### config.mk
export PLATFORM = sky130hd
export DESIGN_NAME = press_timed_led_breathing_hsv_unit
export DESIGN_NICKNAME = d
export VERILOG_FILES = /design/src/rtl/pth_pkg.sv /design/src/rtl/pth_ctrl.sv /design/src/rtl/pth_datapath.sv /design/src/rtl/press_timed_led_breathing_hsv_unit.sv
export VERILOG_INCLUDE_DIRS = /design/src /design/src/rtl
export SDC_FILE = /design/constraint.sdc
export NUM_CORES = 1
export LEC_CHECK = 0
export ABC_AREA = 1
export BUFFER_PORTS_ARGS = -buffer_cell sky130_fd_sc_hd__buf_2
export CORE_ASPECT_RATIO = 1.4
export CORE_MARGIN = 5
export CORE_UTILIZATION = 30
export DETAILED_ROUTE_END_ITERATION = 8
export GPL_ROUTABILITY_DRIVEN = 0
export PLACE_DENSITY_LB_ADDON = 0.15
export SLEW_MARGIN = 20
export SYNTH_ARGS = -nofsm -noshare
export SYNTH_HDL_FRONTEND = slang
export SYNTH_SLANG_ARGS = --single-unit
### constraint.sdc
create_clock -name aclk -period 5.6 [get_ports aclk]
set_clock_uncertainty 0.2 [all_clocks]
set_input_delay 0.28 -clock aclk [delete_from_list [all_inputs] [get_ports aclk]]
set_output_delay 0.28 -clock aclk [all_outputs]
set_load 0.01 [all_outputs]
### src/rtl/assert_macros.svh
// ----------------------------------------------------------------------------
// assert_macros
// concurrent assertion helpers used by pth_ctrl
// ----------------------------------------------------------------------------
`ifndef ASSERT_MACROS_SVH
`define ASSERT_MACROS_SVH

// same-cycle implication, disabled during reset
`define ASSERT_IMPLIES(label, clk, rstn, ante, cons) \
    label: assert property (@(posedge clk) disable iff (!(rstn)) (ante) |-> (cons)) \
        else $error("assertion failed");

// next-cycle implication, disabled during reset
`define ASSERT_NEXT(label, clk, rstn, ante, cons) \
    label: assert property (@(posedge clk) disable iff (!(rstn)) (ante) |=> (cons)) \
        else $error("assertion failed");

`endif

### src/rtl/pth_pkg.sv
// ----------------------------------------------------------------------------
// pth_pkg
// shared constants, tables and types of the press timed breathing unit
// ----------------------------------------------------------------------------
package pth_pkg;

    localparam int COUNT_WIDTH     = 16;
    localparam int TABLE_DEPTH     = 64;
    localparam int WAVE_LEN        = 64;
    localparam int IDX_WIDTH       = $clog2(TABLE_DEPTH);
    localparam int CFG_WIDTH       = 16;
    localparam int CFG_INDEX_WIDTH = 2;
    localparam int CMP_WIDTH       = (COUNT_WIDTH > CFG_WIDTH) ? COUNT_WIDTH : CFG_WIDTH;

    localparam logic [7:0] HUE_RED     = 8'd0;
    localparam logic [7:0] HUE_GREEN   = 8'd80;
    localparam logic [7:0] HUE_BLUE    = 8'd160;
    localparam logic [7:0] FULL_SCALE  = 8'd255;
    localparam int         REGION_SPAN = 43;
    localparam int         REGION_STEP = 6;

    typedef enum logic [CFG_INDEX_WIDTH-1:0] {
        CFG_GREEN_AFTER  = 2'd0,
        CFG_BLUE_AFTER   = 2'd1,
        CFG_TOGGLE_AFTER = 2'd2,
        CFG_SATURATION   = 2'd3
    } cfg_index_t;

    typedef enum logic [1:0] {
        ST_IDLE,
        ST_PREP,
        ST_MUL,
        ST_LOAD
    } state_t;

    typedef struct packed {
        logic take;
        logic prep;
        logic mul;
        logic load;
    } dp_cmd_t;

    typedef logic [7:0] level_t;
    typedef level_t wave_t [WAVE_LEN];
    typedef level_t level_lut_t [TABLE_DEPTH];

    localparam wave_t BREATH_WAVE = '{
        8'd0,   8'd1,   8'd2,   8'd5,   8'd10,  8'd15,  8'd21,  8'd29,
        8'd37,  8'd47,  8'd57,  8'd67,  8'd79,  8'd90,  8'd103, 8'd115,
        8'd128, 8'd140, 8'd152, 8'd165, 8'd176, 8'd188, 8'd198, 8'd208,
        8'd218, 8'd226, 8'd234, 8'd240, 8'd245, 8'd250, 8'd253, 8'd254,
        8'd255, 8'd254, 8'd253, 8'd250, 8'd245, 8'd240, 8'd234, 8'd226,
        8'd218, 8'd208, 8'd198, 8'd188, 8'd176, 8'd165, 8'd152, 8'd140,
        8'd128, 8'd115, 8'd103, 8'd90,  8'd79,  8'd67,  8'd57,  8'd47,
        8'd37,  8'd29,  8'd21,  8'd15,  8'd10,  8'd5,   8'd2,   8'd1
    };

    // brightness per table index, resampled to the configured depth
    function automatic level_lut_t build_level_lut();
        level_lut_t lut;
        for (int i = 0; i < TABLE_DEPTH; i++) begin
            lut[i] = BREATH_WAVE[(i * WAVE_LEN) / TABLE_DEPTH];
        end
        return lut;
    endfunction

    localparam level_lut_t LEVEL_LUT = build_level_lut();

endpackage

### src/rtl/pth_ctrl.sv
// ----------------------------------------------------------------------------
// pth_ctrl
// sequencer for one tick: take, prepare, multiply, load result register
// ----------------------------------------------------------------------------
`include "assert_macros.svh"

module pth_ctrl (
    input  logic              aclk,
    input  logic              aresetn,
    input  logic              s_valid,
    output logic              s_ready,
    output logic              m_valid,
    input  logic              m_ready,
    output pth_pkg::dp_cmd_t  cmd
);
    import pth_pkg::*;

    state_t state_reg;
    state_t state_next;
    logic   out_valid_reg;
    logic   out_valid_next;

    always_ff @(posedge aclk) begin
        if (!aresetn) begin
            state_reg     <= ST_IDLE;
            out_valid_reg <= 1'b0;
        end else begin
            state_reg     <= state_next;
            out_valid_reg <= out_valid_next;
        end
    end

    always_comb begin
        state_next = state_reg;
        cmd        = '0;
        s_ready    = 1'b0;
        case (state_reg)
            ST_IDLE: begin
                s_ready = 1'b1;
                if (s_valid) begin
                    cmd.take   = 1'b1;
                    state_next = ST_PREP;
                end
            end
            ST_PREP: begin
                cmd.prep   = 1'b1;
                state_next = ST_MUL;
            end
            ST_MUL: begin
                cmd.mul    = 1'b1;
                state_next = ST_LOAD;
            end
            ST_LOAD: begin
                if (!out_valid_reg || m_ready) begin
                    cmd.load   = 1'b1;
                    state_next = ST_IDLE;
                end
            end
            default: begin
                state_next = ST_IDLE;
            end
        endcase
    end

    always_comb begin
        out_valid_next = out_valid_reg;
        if (cmd.load) begin
            out_valid_next = 1'b1;
        end else if (m_ready) begin
            out_valid_next = 1'b0;
        end
    end

    assign m_valid = out_valid_reg;

    `ASSERT_NEXT(a_one_request_at_a_time, aclk, aresetn, s_valid && s_ready, !s_ready)
    `ASSERT_IMPLIES(a_no_overwrite, aclk, aresetn, cmd.load, !out_valid_reg || m_ready)
    `ASSERT_NEXT(a_load_shows_result, aclk, aresetn, cmd.load, m_valid && s_ready)

endmodule

### src/rtl/pth_datapath.sv
// ----------------------------------------------------------------------------
// pth_datapath
// button hold timers, hue and breathing state, hsv to rgb multiplies
// ----------------------------------------------------------------------------
module pth_datapath (
    input  logic                                 aclk,
    input  logic                                 aresetn,
    input  pth_pkg::dp_cmd_t                     cmd,
    input  logic                                 cfg_write,
    input  logic [pth_pkg::CFG_INDEX_WIDTH-1:0]  cfg_index,
    input  logic [pth_pkg::CFG_WIDTH-1:0]        cfg_wdata,
    input  logic                                 colour_level,
    input  logic                                 mode_level,
    output logic [7:0]                           red,
    output logic [7:0]                           green,
    output logic [7:0]                           blue,
    output logic                                 breathing_on,
    output logic [7:0]                           current_hue
);
    import pth_pkg::*;

    typedef struct packed {
        logic                   prev;
        logic [COUNT_WIDTH-1:0] held;
        logic                   seen;
        logic                   fire;
        logic [COUNT_WIDTH-1:0] dur;
    } button_t;

    function automatic button_t track(input logic level, input logic prev,
                                      input logic [COUNT_WIDTH-1:0] held,
                                      input logic seen);
        button_t b;
        b.prev = level;
        b.held = held;
        b.seen = seen;
        b.fire = 1'b0;
        b.dur  = held;
        if (!level) begin
            if (prev) begin
                b.held = COUNT_WIDTH'(1);
                b.seen = 1'b1;
            end else if (held != '1) begin
                b.held = held + COUNT_WIDTH'(1);
            end
        end else if (!prev) begin
            b.fire = seen;
            b.held = '0;
            b.seen = 1'b0;
        end
        return b;
    endfunction

    logic [CFG_WIDTH-1:0]   green_after_reg;
    logic [CFG_WIDTH-1:0]   blue_after_reg;
    logic [CFG_WIDTH-1:0]   toggle_after_reg;
    logic [7:0]             sat_reg;

    logic                   colour_prev_reg;
    logic                   mode_prev_reg;
    logic [COUNT_WIDTH-1:0] colour_held_reg;
    logic [COUNT_WIDTH-1:0] mode_held_reg;
    logic                   colour_seen_reg;
    logic                   mode_seen_reg;
    logic [7:0]             hue_reg;
    logic [7:0]             hue_next;
    logic                   breathing_reg;
    logic                   breathing_next;
    logic [IDX_WIDTH-1:0]   table_index_reg;
    logic [IDX_WIDTH-1:0]   table_index_next;
    logic [7:0]             value_reg;
    logic [7:0]             value_next;

    logic [2:0]             region_reg;
    logic [2:0]             region_next;
    logic [7:0]             rem_reg;
    logic [7:0]             rem_next;
    logic [7:0]             region_base;

    logic [7:0]             sat_rem_reg;
    logic [7:0]             sat_inv_reg;
    logic [7:0]             p_reg;
    logic [15:0]            sat_rem_prod;
    logic [15:0]            sat_inv_prod;
    logic [15:0]            p_prod;
    logic [15:0]            q_prod;
    logic [15:0]            t_prod;
    logic [7:0]             q_val;
    logic [7:0]             t_val;

    logic [7:0]             red_reg;
    logic [7:0]             green_reg;
    logic [7:0]             blue_reg;
    logic                   breathing_out_reg;
    logic [7:0]             hue_out_reg;
    logic [7:0]             red_next;
    logic [7:0]             green_next;
    logic [7:0]             blue_next;

    button_t colour_b;
    button_t mode_b;

    // config registers
    always_ff @(posedge aclk) begin
        if (!aresetn) begin
            green_after_reg  <= CFG_WIDTH'(200);
            blue_after_reg   <= CFG_WIDTH'(400);
            toggle_after_reg <= CFG_WIDTH'(200);
            sat_reg          <= FULL_SCALE;
        end else if (cfg_write) begin
            case (cfg_index_t'(cfg_index))
                CFG_GREEN_AFTER:  green_after_reg  <= cfg_wdata;
                CFG_BLUE_AFTER:   blue_after_reg   <= cfg_wdata;
                CFG_TOGGLE_AFTER: toggle_after_reg <= cfg_wdata;
                CFG_SATURATION:   sat_reg          <= cfg_wdata[7:0];
                default: begin
                end
            endcase
        end
    end

    // button tracking, hue select, breathing toggle and brightness select
    always_comb begin
        colour_b = track(colour_level, colour_prev_reg, colour_held_reg, colour_seen_reg);
        mode_b   = track(mode_level, mode_prev_reg, mode_held_reg, mode_seen_reg);

        hue_next = hue_reg;
        if (colour_b.fire) begin
            if (CMP_WIDTH'(colour_b.dur) > CMP_WIDTH'(blue_after_reg)) begin
                hue_next = HUE_BLUE;
            end else if (CMP_WIDTH'(colour_b.dur) > CMP_WIDTH'(green_after_reg)) begin
                hue_next = HUE_GREEN;
            end else if (colour_b.dur != '0) begin
                hue_next = HUE_RED;
            end
        end

        breathing_next = breathing_reg;
        if (mode_b.fire && (CMP_WIDTH'(mode_b.dur) > CMP_WIDTH'(toggle_after_reg))) begin
            breathing_next = !breathing_reg;
        end

        table_index_next = table_index_reg;
        value_next       = FULL_SCALE;
        if (breathing_next) begin
            value_next = LEVEL_LUT[table_index_reg];
            if (table_index_reg == IDX_WIDTH'(TABLE_DEPTH - 1)) begin
                table_index_next = '0;
            end else begin
                table_index_next = table_index_reg + IDX_WIDTH'(1);
            end
        end
    end

    always_ff @(posedge aclk) begin
        if (!aresetn) begin
            colour_prev_reg <= 1'b1;
            mode_prev_reg   <= 1'b1;
            colour_held_reg <= '0;
            mode_held_reg   <= '0;
            colour_seen_reg <= 1'b0;
            mode_seen_reg   <= 1'b0;
            hue_reg         <= HUE_RED;
            breathing_reg   <= 1'b0;
            table_index_reg <= '0;
        end else if (cmd.take) begin
            colour_prev_reg <= colour_b.prev;
            mode_prev_reg   <= mode_b.prev;
            colour_held_reg <= colour_b.held;
            mode_held_reg   <= mode_b.held;
            colour_seen_reg <= colour_b.seen;
            mode_seen_reg   <= mode_b.seen;
            hue_reg         <= hue_next;
            breathing_reg   <= breathing_next;
            table_index_reg <= table_index_next;
        end
    end

    // hue region and remainder
    always_comb begin
        if (hue_reg < 8'(REGION_SPAN)) begin
            region_next = 3'd0;
            region_base = 8'd0;
        end else if (hue_reg < 8'(2 * REGION_SPAN)) begin
            region_next = 3'd1;
            region_base = 8'(REGION_SPAN);
        end else if (hue_reg < 8'(3 * REGION_SPAN)) begin
            region_next = 3'd2;
            region_base = 8'(2 * REGION_SPAN);
        end else if (hue_reg < 8'(4 * REGION_SPAN)) begin
            region_next = 3'd3;
            region_base = 8'(3 * REGION_SPAN);
        end else if (hue_reg < 8'(5 * REGION_SPAN)) begin
            region_next = 3'd4;
            region_base = 8'(4 * REGION_SPAN);
        end else begin
            region_next = 3'd5;
            region_base = 8'(5 * REGION_SPAN);
        end
        rem_next = 8'((hue_reg - region_base) * 8'(REGION_STEP));
    end

    // first and second multiply rows
    assign sat_rem_prod = 16'(sat_reg) * 16'(rem_reg);
    assign sat_inv_prod = 16'(sat_reg) * 16'(FULL_SCALE - rem_reg);
    assign p_prod       = 16'(value_reg) * 16'(FULL_SCALE - sat_reg);
    assign q_prod       = 16'(value_reg) * 16'(FULL_SCALE - sat_rem_reg);
    assign t_prod       = 16'(value_reg) * 16'(FULL_SCALE - sat_inv_reg);
    assign q_val        = q_prod[15:8];
    assign t_val        = t_prod[15:8];

    always_comb begin
        red_next   = value_reg;
        green_next = value_reg;
        blue_next  = value_reg;
        if (sat_reg != 8'd0) begin
            case (region_reg)
                3'd0: begin
                    red_next = value_reg; green_next = t_val; blue_next = p_reg;
                end
                3'd1: begin
                    red_next = q_val; green_next = value_reg; blue_next = p_reg;
                end
                3'd2: begin
                    red_next = p_reg; green_next = value_reg; blue_next = t_val;
                end
                3'd3: begin
                    red_next = p_reg; green_next = q_val; blue_next = value_reg;
                end
                3'd4: begin
                    red_next = t_val; green_next = p_reg; blue_next = value_reg;
                end
                default: begin
                    red_next = value_reg; green_next = p_reg; blue_next = q_val;
                end
            endcase
        end
    end

    always_ff @(posedge aclk) begin
        if (cmd.take) begin
            value_reg <= value_next;
        end
        if (cmd.prep) begin
            region_reg <= region_next;
            rem_reg    <= rem_next;
        end
        if (cmd.mul) begin
            sat_rem_reg <= sat_rem_prod[15:8];
            sat_inv_reg <= sat_inv_prod[15:8];
            p_reg       <= p_prod[15:8];
        end
        if (cmd.load) begin
            red_reg           <= red_next;
            green_reg         <= green_next;
            blue_reg          <= blue_next;
            breathing_out_reg <= breathing_reg;
            hue_out_reg       <= hue_reg;
        end
    end

    assign red          = red_reg;
    assign green        = green_reg;
    assign blue         = blue_reg;
    assign breathing_on = breathing_out_reg;
    assign current_hue  = hue_out_reg;

endmodule

### src/rtl/press_timed_led_breathing_hsv_unit.sv
// a request is taken, then passes the region and multiply steps, and its result
// is registered in the load step, which waits while an earlier result is untaken
// a new request is taken only once the last is loaded; the result register
// then frees the input side while a result waits. reset: aresetn low at a
// rising edge clears control, hold timer, hue, breathing and config registers
// ----------------------------------------------------------------------------
// press_timed_led_breathing_hsv_unit
// button hold timing selects hue and breathing, output is 8-bit rgb per tick
// ----------------------------------------------------------------------------
module press_timed_led_breathing_hsv_unit (
    input  logic                                 aclk,
    input  logic                                 aresetn,
    input  logic                                 s_valid,
    output logic                                 s_ready,
    input  logic                                 s_colour_button_level,
    input  logic                                 s_mode_button_level,
    output logic                                 m_valid,
    input  logic                                 m_ready,
    output logic [7:0]                           m_red,
    output logic [7:0]                           m_green,
    output logic [7:0]                           m_blue,
    output logic                                 m_breathing_on,
    output logic [7:0]                           m_current_hue,
    input  logic                                 cfg_write,
    input  logic [pth_pkg::CFG_INDEX_WIDTH-1:0]  cfg_index,
    input  logic [pth_pkg::CFG_WIDTH-1:0]        cfg_wdata
);
    import pth_pkg::*;

    dp_cmd_t cmd;

    pth_ctrl u_ctrl (
        .aclk    (aclk),
        .aresetn (aresetn),
        .s_valid (s_valid),
        .s_ready (s_ready),
        .m_valid (m_valid),
        .m_ready (m_ready),
        .cmd     (cmd)
    );

    pth_datapath u_datapath (
        .aclk         (aclk),
        .aresetn      (aresetn),
        .cmd          (cmd),
        .cfg_write    (cfg_write),
        .cfg_index    (cfg_index),
        .cfg_wdata    (cfg_wdata),
        .colour_level (s_colour_button_level),
        .mode_level   (s_mode_button_level),
        .red          (m_red),
        .green        (m_green),
        .blue         (m_blue),
        .breathing_on (m_breathing_on),
        .current_hue  (m_current_hue)
    );

endmodule

==> results of run 1 <==
## cells in the mapped netlist (all sizes together) (10+ instances only)
master	count	area (µm²)
a21oi	184	928
fa	168	3360
nand2	507	1900
o211ai	16	120
dfxtp	104	2080
clkbuf	63	236
ha	230	2880
nand4	34	213
or2	10	62.6
nand3	129	646
inv	477	1790
nor2	294	1130
xor2	29	254
buf	22	133
edfxtp	67	2010
nor3	34	198
o21ai	106	531
o21bai	10	75.1
## metal layers
layer	routed length (µm)	share of wire (%)	track usage (%)
met5	0	0	0
met4	2540	4.3	7.43
met3	1970	3.3	1.86
met2	32100	54	33.5
met1	22800	38	18.8
## area by class of cell
type                            count  area share [%]
Timing Repair Buffer              112            3.53
Inverter                          483            8.59
Clock buffer                       20            2.22
Multi-Input combinational cell   1821            60.8
Sequential cell                   171            19.4
Clock inverter                     12           0.593
Tap cell                          832            4.93
## worst max-delay path, stage by stage (launching register included)
cell and delay, ns:
edfxtp_1 0.38, inv_1 0.36, buf_4 0.26, nor2_1 0.07, fa_1 0.54, fa_1 0.52
fa_1 0.54, inv_1 0.05, fa_1 0.52, inv_1 0.04, ha_1 0.35, a21o_1 0.21
a21oi_1 0.12, nand2_1 0.10, nor2_1 0.23, nor2_1 0.11, nand2_1 0.07, nand3_1 0.07
o21ai_0 0.12, inv_1 0.06
## path summary, 6_finish.rpt
kind         cells after the start                    endpoint                        from
max                             19           u_datapath.red[1]     u_datapath.value_reg[7]
min                              3         u_ctrl.state_reg[1]                     s_valid
max reg2reg                     19           u_datapath.red[1]     u_datapath.value_reg[7]
min reg2reg                      2  u_datapath.colour_seen_reg  u_datapath.colour_seen_reg
## stage by stage
step	cells	hold slack, ns	cell area [µm²]	util, %	worst slack (ns)
floorplan	2560	0.206	19100	-	0.868
detailed placement	3402	0.250	20300	32.2	0.427
finish	3451	0.0232	21100	33.4	0.410
global route	3451	0.0339	21100	33.4	0.161
global placement	3402	0.243	20300	32.2	0.462
CTS	3451	0.00103	21100	33.4	0.413
## cell families after synthesis
| group | Yosys count | share of synthesized area, % |
|---|---|---|
| fa+ha+maj | 398 | 32.7 |
| compound gates | 355 | 10.2 |
| buf+inv | 568 | 11.4 |
| flops | 171 | 21.5 |
| other cells | 1 | 0.0197 |
| simple gates | 1029 | 22.5 |
| xor+xnor | 35 | 1.61 |
==> run summary, run 1 <==
The total die area came out at 68800 µm². The worst min-delay path class was in2reg. The number of gates resized after CTS was 0. The die is 308 µm tall.

Remaining max-slew budget at the tightest pin: 37.7%. STA puts the critical path data required time at 5.62 ns. TritonCTS built the clock tree. The core region is 63100 µm². The number of different library cells in the post-synthesis netlist is 44. Setup repair after global routing left no endpoint under its margin. Post-synthesis instance total: 2557.

The die is 223 µm wide. Buffers inserted to repair hold after CTS numbered 17. The average via count per standard cell is 4.84, and the footprint of the multi-input gates is 12800 µm².

Buffers placed on the I/O ports in this run total 55. The clock passes through at most 2 buffers. After global routing the overflow that remains totals 0.

Timing would allow up to 193 MHz. For the worst setup path, the data arrival time is 5.21 ns. The worst path uses 92.7% of the clock period. 60 I/O pins were placed.

The residual DRC count is 0, and the share of cells above drive strength 1 is 5.96%. The clock sink total is 171, and the via total after detailed routing is 16.7k. The run finished with clean final reports. Relative area change from synthesis to final layout: 10.7%. The sequential cell area is 4090 µm². For this block, the initial DRC count from the detailed router was 953. The number of clock buffers added by TritonCTS is 17. Maximum fanout along the worst path: 7. The clock edge transition at the registers on the reported setup and hold paths was 0.07 ns. At the pin with the least slew margin, the transition time is 0.932 ns.

The logs give 0 for the max-slew violation count and 0 for the count of yosys warnings during synthesis. Summed over all layers, the routed wires come to 59.4 mm. Setup violations remaining at the end of the flow were counted as 0. Of the synthesized area, sequential elements account for 21.5%.

The fraction of synthesis flops using an asynchronous set or reset pin came out at 0%. The number of failing hold endpoints at the final stage was 0. The tools report the site row count as 109. In the layout the commonest cells are nand2_1, inv_1, nor2_1. The layout net count was 3029.

For the initial antenna violation count, the log shows 1. Dividing the detail-routed wire length by the instance count gives 17.2 µm. In this run the number of H-tree levels came out at 4.

Summed over all failing endpoints, the final setup total negative slack is 0 ns. Dividing the synthesized area by the synthesized cell count gives 7.46 µm². The layout has 6703 filler cells. The kind of end point of the critical path is a register.

The most used flip-flop cell after synthesis is dfxtp_1. The initial core utilization is 30.2%, and the total routing usage reported by global routing is 17.3%. The pin count of the biggest net entering global routing came out at 61. The synthesized design contains 67 enable-type register cells. The setup check on the worst reg-to-reg path leaves a slack of 0.41 ns. Critical path class: reg2reg.

The first-pass GRT wire length came out at 93.4 mm. The count of nets left with antenna violations once routing finished came out at 0. The post-synthesis instance area came out at 19100 µm². The first detailed-routing pass took 6 iterations. The via count of the first global-routing pass was 17.1k.

CTS placed an instance of clkbuf_16 at the clock tree root. The half-perimeter wire length of the detailed placement result is 48.1 mm, and the minimum clock period after layout is 5.19 ns. The post-CTS setup-driven buffer insertion count was 0; the total inserted antenna cells was 0. The tool flagged a number of max-cap violations equal to 0. STA classifies the critical path startpoint as a register.

The clock insertion delay at the later pin of the skew report came out at 0.46 ns. The number of flip-flops and latches in the synthesized netlist was 171. Leaving out fill and tap cells, the most frequent cell in the layout is nand2_1.
Power of run 1 is left out: the tool's default activity adds up to more than one toggle a clock period on the data nets, which glitch-free logic cannot reach.
==> inputs of run 2 (changes only) <==
--- a/config.mk
+++ b/config.mk
@@ -6,7 +6,6 @@
 export SDC_FILE = /design/constraint.sdc
 export NUM_CORES = 1
 export LEC_CHECK = 0
-export ABC_AREA = 1
 export BUFFER_PORTS_ARGS = -buffer_cell sky130_fd_sc_hd__buf_2
 export CORE_ASPECT_RATIO = 1.4
 export CORE_MARGIN = 5
==> run summary, run 2 <==
The flow ran to the end, and the final reports show no timing, DRC or antenna violations. The tightest min-delay check is of the in2reg type. The length of the first detailed-routing pass in iterations came out at 5.

Multiplexer cells account for 0.603% of the synthesized area. The netlist uses 83 different library cells. The maximum fanout along the worst path was 30; the share of cells above drive strength 1 was 7.82%. The area growth from synthesis to layout is 12.0%. Setup violations remaining at the end of the flow were counted as 0. The first global-routing pass estimated 81.8 mm of wire. The count of nets left with antenna violations once routing finished came out at 0.

The layout net count was 2597. The H-tree was split into 4 levels. The share of the synthesized area in compound gates (AO/OA/AOI/OAI) is 11.5%.

In the final routed layout, each cell accounts on average for 16.8 µm. Of the total synthesized cell area, the portion taken by full adders, half adders and majority gates is 33.8%. The tools report the via count of the first global-routing pass as 15.3k. Initial antenna violation count: 0. The tools report the startpoint kind of the worst setup timing path as a register.

The setup TNS was 0 ns. The vertical die dimension was 303 µm; the fraction of synthesis flops using an asynchronous set or reset pin was 0%. The library cells used most frequently in the layout, excluding fill and tap cells, are inv_1, ha_1, nand2_1. For the core outline area, the log shows 60900 µm². For the fmax, the log shows 188 MHz. After detailed routing, the total wire length is 50.4 mm. The post-route fraction of the period consumed by the critical path was 94.9%; the post-synthesis instance area was 18500 µm². The tree is rooted in a clkbuf_16. In the routed layout, each cell is associated on average with a via count of 4.88. STA classifies the critical path endpoint as a register. For this design the top-level I/O count stands at 60.

The remaining global-route overflow was 0; the initial DRC count was 731. Transition time at the pin with the least slew margin: 0.966 ns. The tools report the cell count after placement as 2951.

The commonest non-fill, non-tap cell in the layout was inv_1. Row generation in the floorplan step produced 107 rows. The portion of synthesized cell area occupied by the leading cell type works out to 18.2%. Across the run, the number of max-cap violations was 0. The clock sink total came out at 171. TritonCTS built the clock tree.

Clock tree synthesis inserted a total of 17 buffers. The die covers 66600 µm². The cell with the most instances after synthesis was inv_1. The worst path needs 5.32 ns of the cycle, external delays included. The later pin in the worst-skew pair is clocked with a latency of 0.49 ns. Measured against its own limit, the worst slew margin works out to 35.5%.

The synthesized netlist devotes 3.04% of its cell area to XOR and XNOR gates. Among all flip-flop cells after synthesis, the most frequent one is dfxtp_1. The max-slew violation count is 0. The half-perimeter wire length of the detailed placement result was 40.3 mm; the simple-gate share of the synthesized area was 20.4%.

The post-synthesis instance total is 2119, and the average cell area after synthesis is 8.71 µm². Setup repair after global routing left no endpoint under its margin. The clock edge transition at the registers on the reported setup and hold paths is 0.07 ns. The count of flip-flops with a built-in enable after synthesis works out to 67. The arrival time at the worst endpoint came out at 5.33 ns. By area the synthesized netlist is led by fa_1, ha_1, dfxtp_1.

The routed layout has 14.7k vias. After the flow finishes, the layout carries non-filler instances totaling 3004. The main combinational cell family by area after synthesis was adder cells.

0 antenna diodes ended up in the layout. The residual DRC count is 0, and the share of the yosys chip area belonging to registers is 22.2%. The tools report the initial core utilization as 30.3%.

The synthesized design contains 171 register bits. The logs give 0.0702 ns for the worst hold-check slack and 15.5% for the total routing usage reported by global routing. For the worst setup path, the data required time is 5.61 ns. Of all cell types, the one taking the most synthesized area is fa_1. The count of port buffers added during placement is 55, and the horizontal die dimension is 220 µm. For the pin count of the biggest net entering global routing, the log shows 35. The Yosys step of the flow raised 0 warnings. The clock passes through at most 2 buffers.

The run gives 0 as the number of failing hold endpoints at the final stage. The critical path class is reg2reg. In the synthesized netlist, the cells that appear most often are inv_1, ha_1, nand2_1.
==> run 2: cell type report <==
class	count	area, µm²
Clock inverter	12	123
Timing Repair Buffer	136	983
Inverter	301	1130
Sequential cell	171	4090
Tap cell	817	1020
Clock buffer	20	468
Multi-Input combinational cell	1547	12800
Fill cell	6323	40200
==> run 2: repair_timing <==
item                                   in CTS  in global routing
setup endpoints to repair                   0                  4
hold buffers                               20                  0
setup buffers                               0                  1
gates resized for setup                     0                  1
endpoints found under the hold margin      65                  0
==> run 2: path summary, 6_finish.rpt <==
check | cells past startpoint | end | start | slack (ns)
min reg2reg | 2 | u_datapath.toggle_after_reg[13] | u_datapath.toggle_after_reg[13] | 0.25
max reg2reg | 16 | u_datapath.blue[6] | u_datapath.value_reg[4] | 0.28
min | 4 | u_datapath.green_after_reg[15] | cfg_index[1] | 0.07
max | 16 | u_datapath.blue[6] | u_datapath.value_reg[4] | 0.28
==> run 2: through the flow <==
step	worst slack (ns)	cell area, µm²	utilization, %
floorplan	0.285	18500	-
global placement	0.379	19900	32.6
detailed placement	0.273	19900	32.6
CTS	0.247	20600	33.9
global route	0.0346	20700	33.9
finish	0.283	20700	33.9
==> run 2: critical path, stage by stage (launching register included) <==
cell and delay [ns]:
edfxtp_1 0.41, buf_12 0.19, nor2b_1 0.17, fa_1 0.47, fa_1 0.56, inv_1 0.05, fa_1 0.48, inv_1 0.05
fa_1 0.47, ha_1 0.23, a2111oi_2 0.37, o21ai_2 0.14, a32o_2 0.32, a311oi_2 0.29, xnor2_1 0.13, a2111oi_0 0.39
a211oi_1 0.09
==> run 2: cells by family (layout without fill, tap and decap cells) <==
kind of cell / count (synthesis) / count (layout)
DFF: 171 / 171
buffers and inverters: 404 / 469
xor gates and xnor gates: 64 / 64
and+or+nand+nor: 749 / 749
other: 1 / 4
adders and majority gates: 398 / 398
muxes: 11 / 11
AOI/OAI and AO/OA: 321 / 321
==> run 2: per-layer routing <==
layer	up-vias	track usage, %	wire [µm]
met5	-	0	0
met4	0	6.15	1840
met3	98	2.50	1570
met2	294	29.3	26800
met1	7141	17.3	20200
li1	7118	-	-
Power of run 2 is left out for the same reason.
==> inputs of run 3 (changes only) <==
--- a/config.mk
+++ b/config.mk
@@ -9,7 +9,7 @@
 export BUFFER_PORTS_ARGS = -buffer_cell sky130_fd_sc_hd__buf_2
 export CORE_ASPECT_RATIO = 1.4
 export CORE_MARGIN = 5
-export CORE_UTILIZATION = 30
+export CORE_UTILIZATION = 65
 export DETAILED_ROUTE_END_ITERATION = 8
 export GPL_ROUTABILITY_DRIVEN = 0
 export PLACE_DENSITY_LB_ADDON = 0.15
==> run summary, run 3 (synthesized netlist as in run 2, its figures left out) <==
Setup violations remaining at the end of the flow were counted as 0. The area growth from synthesis to layout is 8.35%. The fmax came out at 189 MHz.

The commonest non-fill, non-tap cell in the layout is inv_1. The critical path class was reg2reg. The root buffer cell chosen for the clock tree is clkbuf_16. For the pin with the worst max-slew slack, the measured transition is 0.964 ns.

Hold is met by 0.0530 ns. The count of port buffers added during placement came out at 55. The sink of the worst hold path was u_ctrl.state_reg[0]. The residual DRC count is 0.

TritonCTS built the clock tree. On the critical path the largest part of the delay comes from adder cells. In this run the worst path has a maximum fanout of 11. Across all layers, the routed design uses 15.1k vias.

Setup slack on the worst reg-to-reg path comes out at 0.31 ns. In the layout the commonest cells are inv_1, ha_1, nand2_1. The clock edge transition at the registers on the reported setup and hold paths was 0.07 ns; the site row count was 73.

The post-route cell area came out at 20000 µm². The remaining max-slew budget at the tightest pin came out at 35.8%. In the global route stage, met3 resource usage came out at 4.31%. Setup repair after global routing left no endpoint under its margin. The end of the worst register-to-register path was u_datapath.blue[6]. The number of failing hold endpoints at the final stage was 0. The flow ran to the end, and the final reports show no timing, DRC or antenna violations. After layout, the minimum clock period comes to 5.29 ns.

The vertical die dimension was 209 µm; the max-slew violation count was 0. Across every metal layer, demand over resource in global routing totals 29.1%. 60 I/O pins were placed. The signal on the critical path passes through buf_4, nor2b_1, fa_1, fa_1, inv_1, fa_1, inv_1, fa_1, ha_1, a2111oi_2, o21ai_2, a32o_2, a311oi_2, xnor2_1, a2111oi_0, a211oi_1.

The critical path contains buffers and inverters numbering 3 combined. The initial core utilization was 65.4%. The delay of the slowest cell on the worst path came out at 0.54 ns.

The initial antenna violation count was 0; the number of buffers added by the clock tree synthesis step was 17. The tools report the pin count of the biggest net entering global routing as 53. The initial DRC count is 861. In the final design database the tool counted 2593 nets.

Busiest metal layer after global routing: met2. The number of cells on the worst reg-to-reg path is 16. Max-cap violations in this run came to 0. After detailed placement, the total cell area comes to 19200 µm².

In this run the most critical hold path is launched from s_valid. The H-tree was split into 4 levels. The logs give 0 for the remaining global-route overflow and 30.4% for the met1 demand-to-capacity share in global routing. The HPWL after detailed placement is 35.9 mm.

The pre-antenna-repair detailed-routing pass consisted of 7 iterations. The tools report the global-route met2 utilization as 54.5%. The min-delay analysis places its worst path in the category in2reg. Number of cells traversed by the worst hold path: 5. Counting every sink on the clock net gives 171. The average via count per standard cell works out to 5.90.

Worst path required time: 5.58 ns. Adding up every negative setup slack in the final design gives 0 ns. Data on the critical path arrives at its endpoint at 5.27 ns. The final critical path takes up 94.5% of the cycle. Share of cells above drive strength 1: 7.70%. Counting stages on the worst path, the most repeated cell is fa_1.

The worst flop-to-flop path startpoint was u_datapath.value_reg[3]. Clock latency on the worst-skew pair, taken at its later pin, is 0.45 ns. In this run the deepest clock path goes through 2 buffers. In this run the horizontal extent of the chip is 152 µm. For this block, the routed nets add up to 45.9 mm of wire.

The tools report the number of antenna-violating nets in the routed design as 0. Fill cells in the final layout number 2183. The first-pass GRT wire length came out at 75.9 mm. The core region is 28200 µm².

The floorplan step defined a die boundary enclosing 31900 µm². For the via count of the first global-routing pass, the log shows 15.9k. Among all stages on the critical path, the largest delay is contributed by fa_1.

0 antenna diodes ended up in the layout. The worst setup path is launched from a register. The tools report the kind of end point of the critical path as a register. After detailed routing, the average wire length per cell comes to 17.9 µm.
run 3: cell types whose count changed in the layout (fill, tap and decap cells not counted), moves of 2 or more:
cell | previous run | this run
buf_12 | 4 | 0
clkbuf_8 | 1 | 4
clkinv_4 | 0 | 3
clkinvlp_4 | 2 | 0
inv_4 | 1 | 3
inv_6 | 5 | 2
run 3: stage by stage:
| stage | utilization, % | std cells | setup WS [ns] |
|---|---|---|---|
| after floorplan | - | 2122 | 0.285 |
| after global placement | 68.0 | 2502 | 0.282 |
| after detailed placement | 68.0 | 2502 | 0.180 |
| after CTS | 70.7 | 2553 | 0.182 |
| after global routing | 70.9 | 2558 | 0.0434 |
| final | 70.9 | 2558 | 0.310 |
run 3: area by class of cell:
cell class	count	area, µm²	area share [%]
Clock buffer	22	484	2.42
Sequential cell	171	4090	20.5
Tap cell	375	469	2.35
Inverter	301	1130	5.65
Timing Repair Buffer	132	901	4.51
Clock inverter	10	78.8	0.394
Multi-Input combinational cell	1547	12800	64.2
run 3: routing by layer:
layer,vias to the layer above,share of wire [%]
met4,0,6.7
li1,7094,-
met1,7245,35
met2,555,53
met5,-,0
met3,192,5.1
run 3: worst max-delay path by stage:
| stage | slack, ns | from | to | depth (start not counted) |
|---|---|---|---|---|
| global placement | 0.28 | u_datapath.value_reg[4] | u_datapath.green[7] | 15 |
| detailed placement | 0.18 | u_datapath.value_reg[4] | u_datapath.green[7] | 14 |
| CTS | 0.18 | u_datapath.value_reg[4] | u_datapath.green[7] | 14 |
| floorplan | 0.29 | u_datapath.value_reg[7] | u_datapath.blue[6] | 16 |
| global route | 0.04 | u_datapath.sat_rem_reg[0] | u_datapath.green[7] | 14 |
| finish | 0.31 | u_datapath.value_reg[3] | u_datapath.blue[6] | 16 |
run 3: worst min-delay path, stage by stage:
cell and delay [ns]:
buf_2 0.10, inv_1 0.04, a21oi_1 0.09, nor2_1 0.09
nor3_1 0.06
run 3: repair_timing:
action                                 4_1_cts  5_1_grt
setup endpoints to repair                    0       15
endpoints found under the hold margin       59        0
setup buffers                                0        5
hold buffers                                19        0
resized for setup                            0        1
Power of run 3 is left out for the same reason.
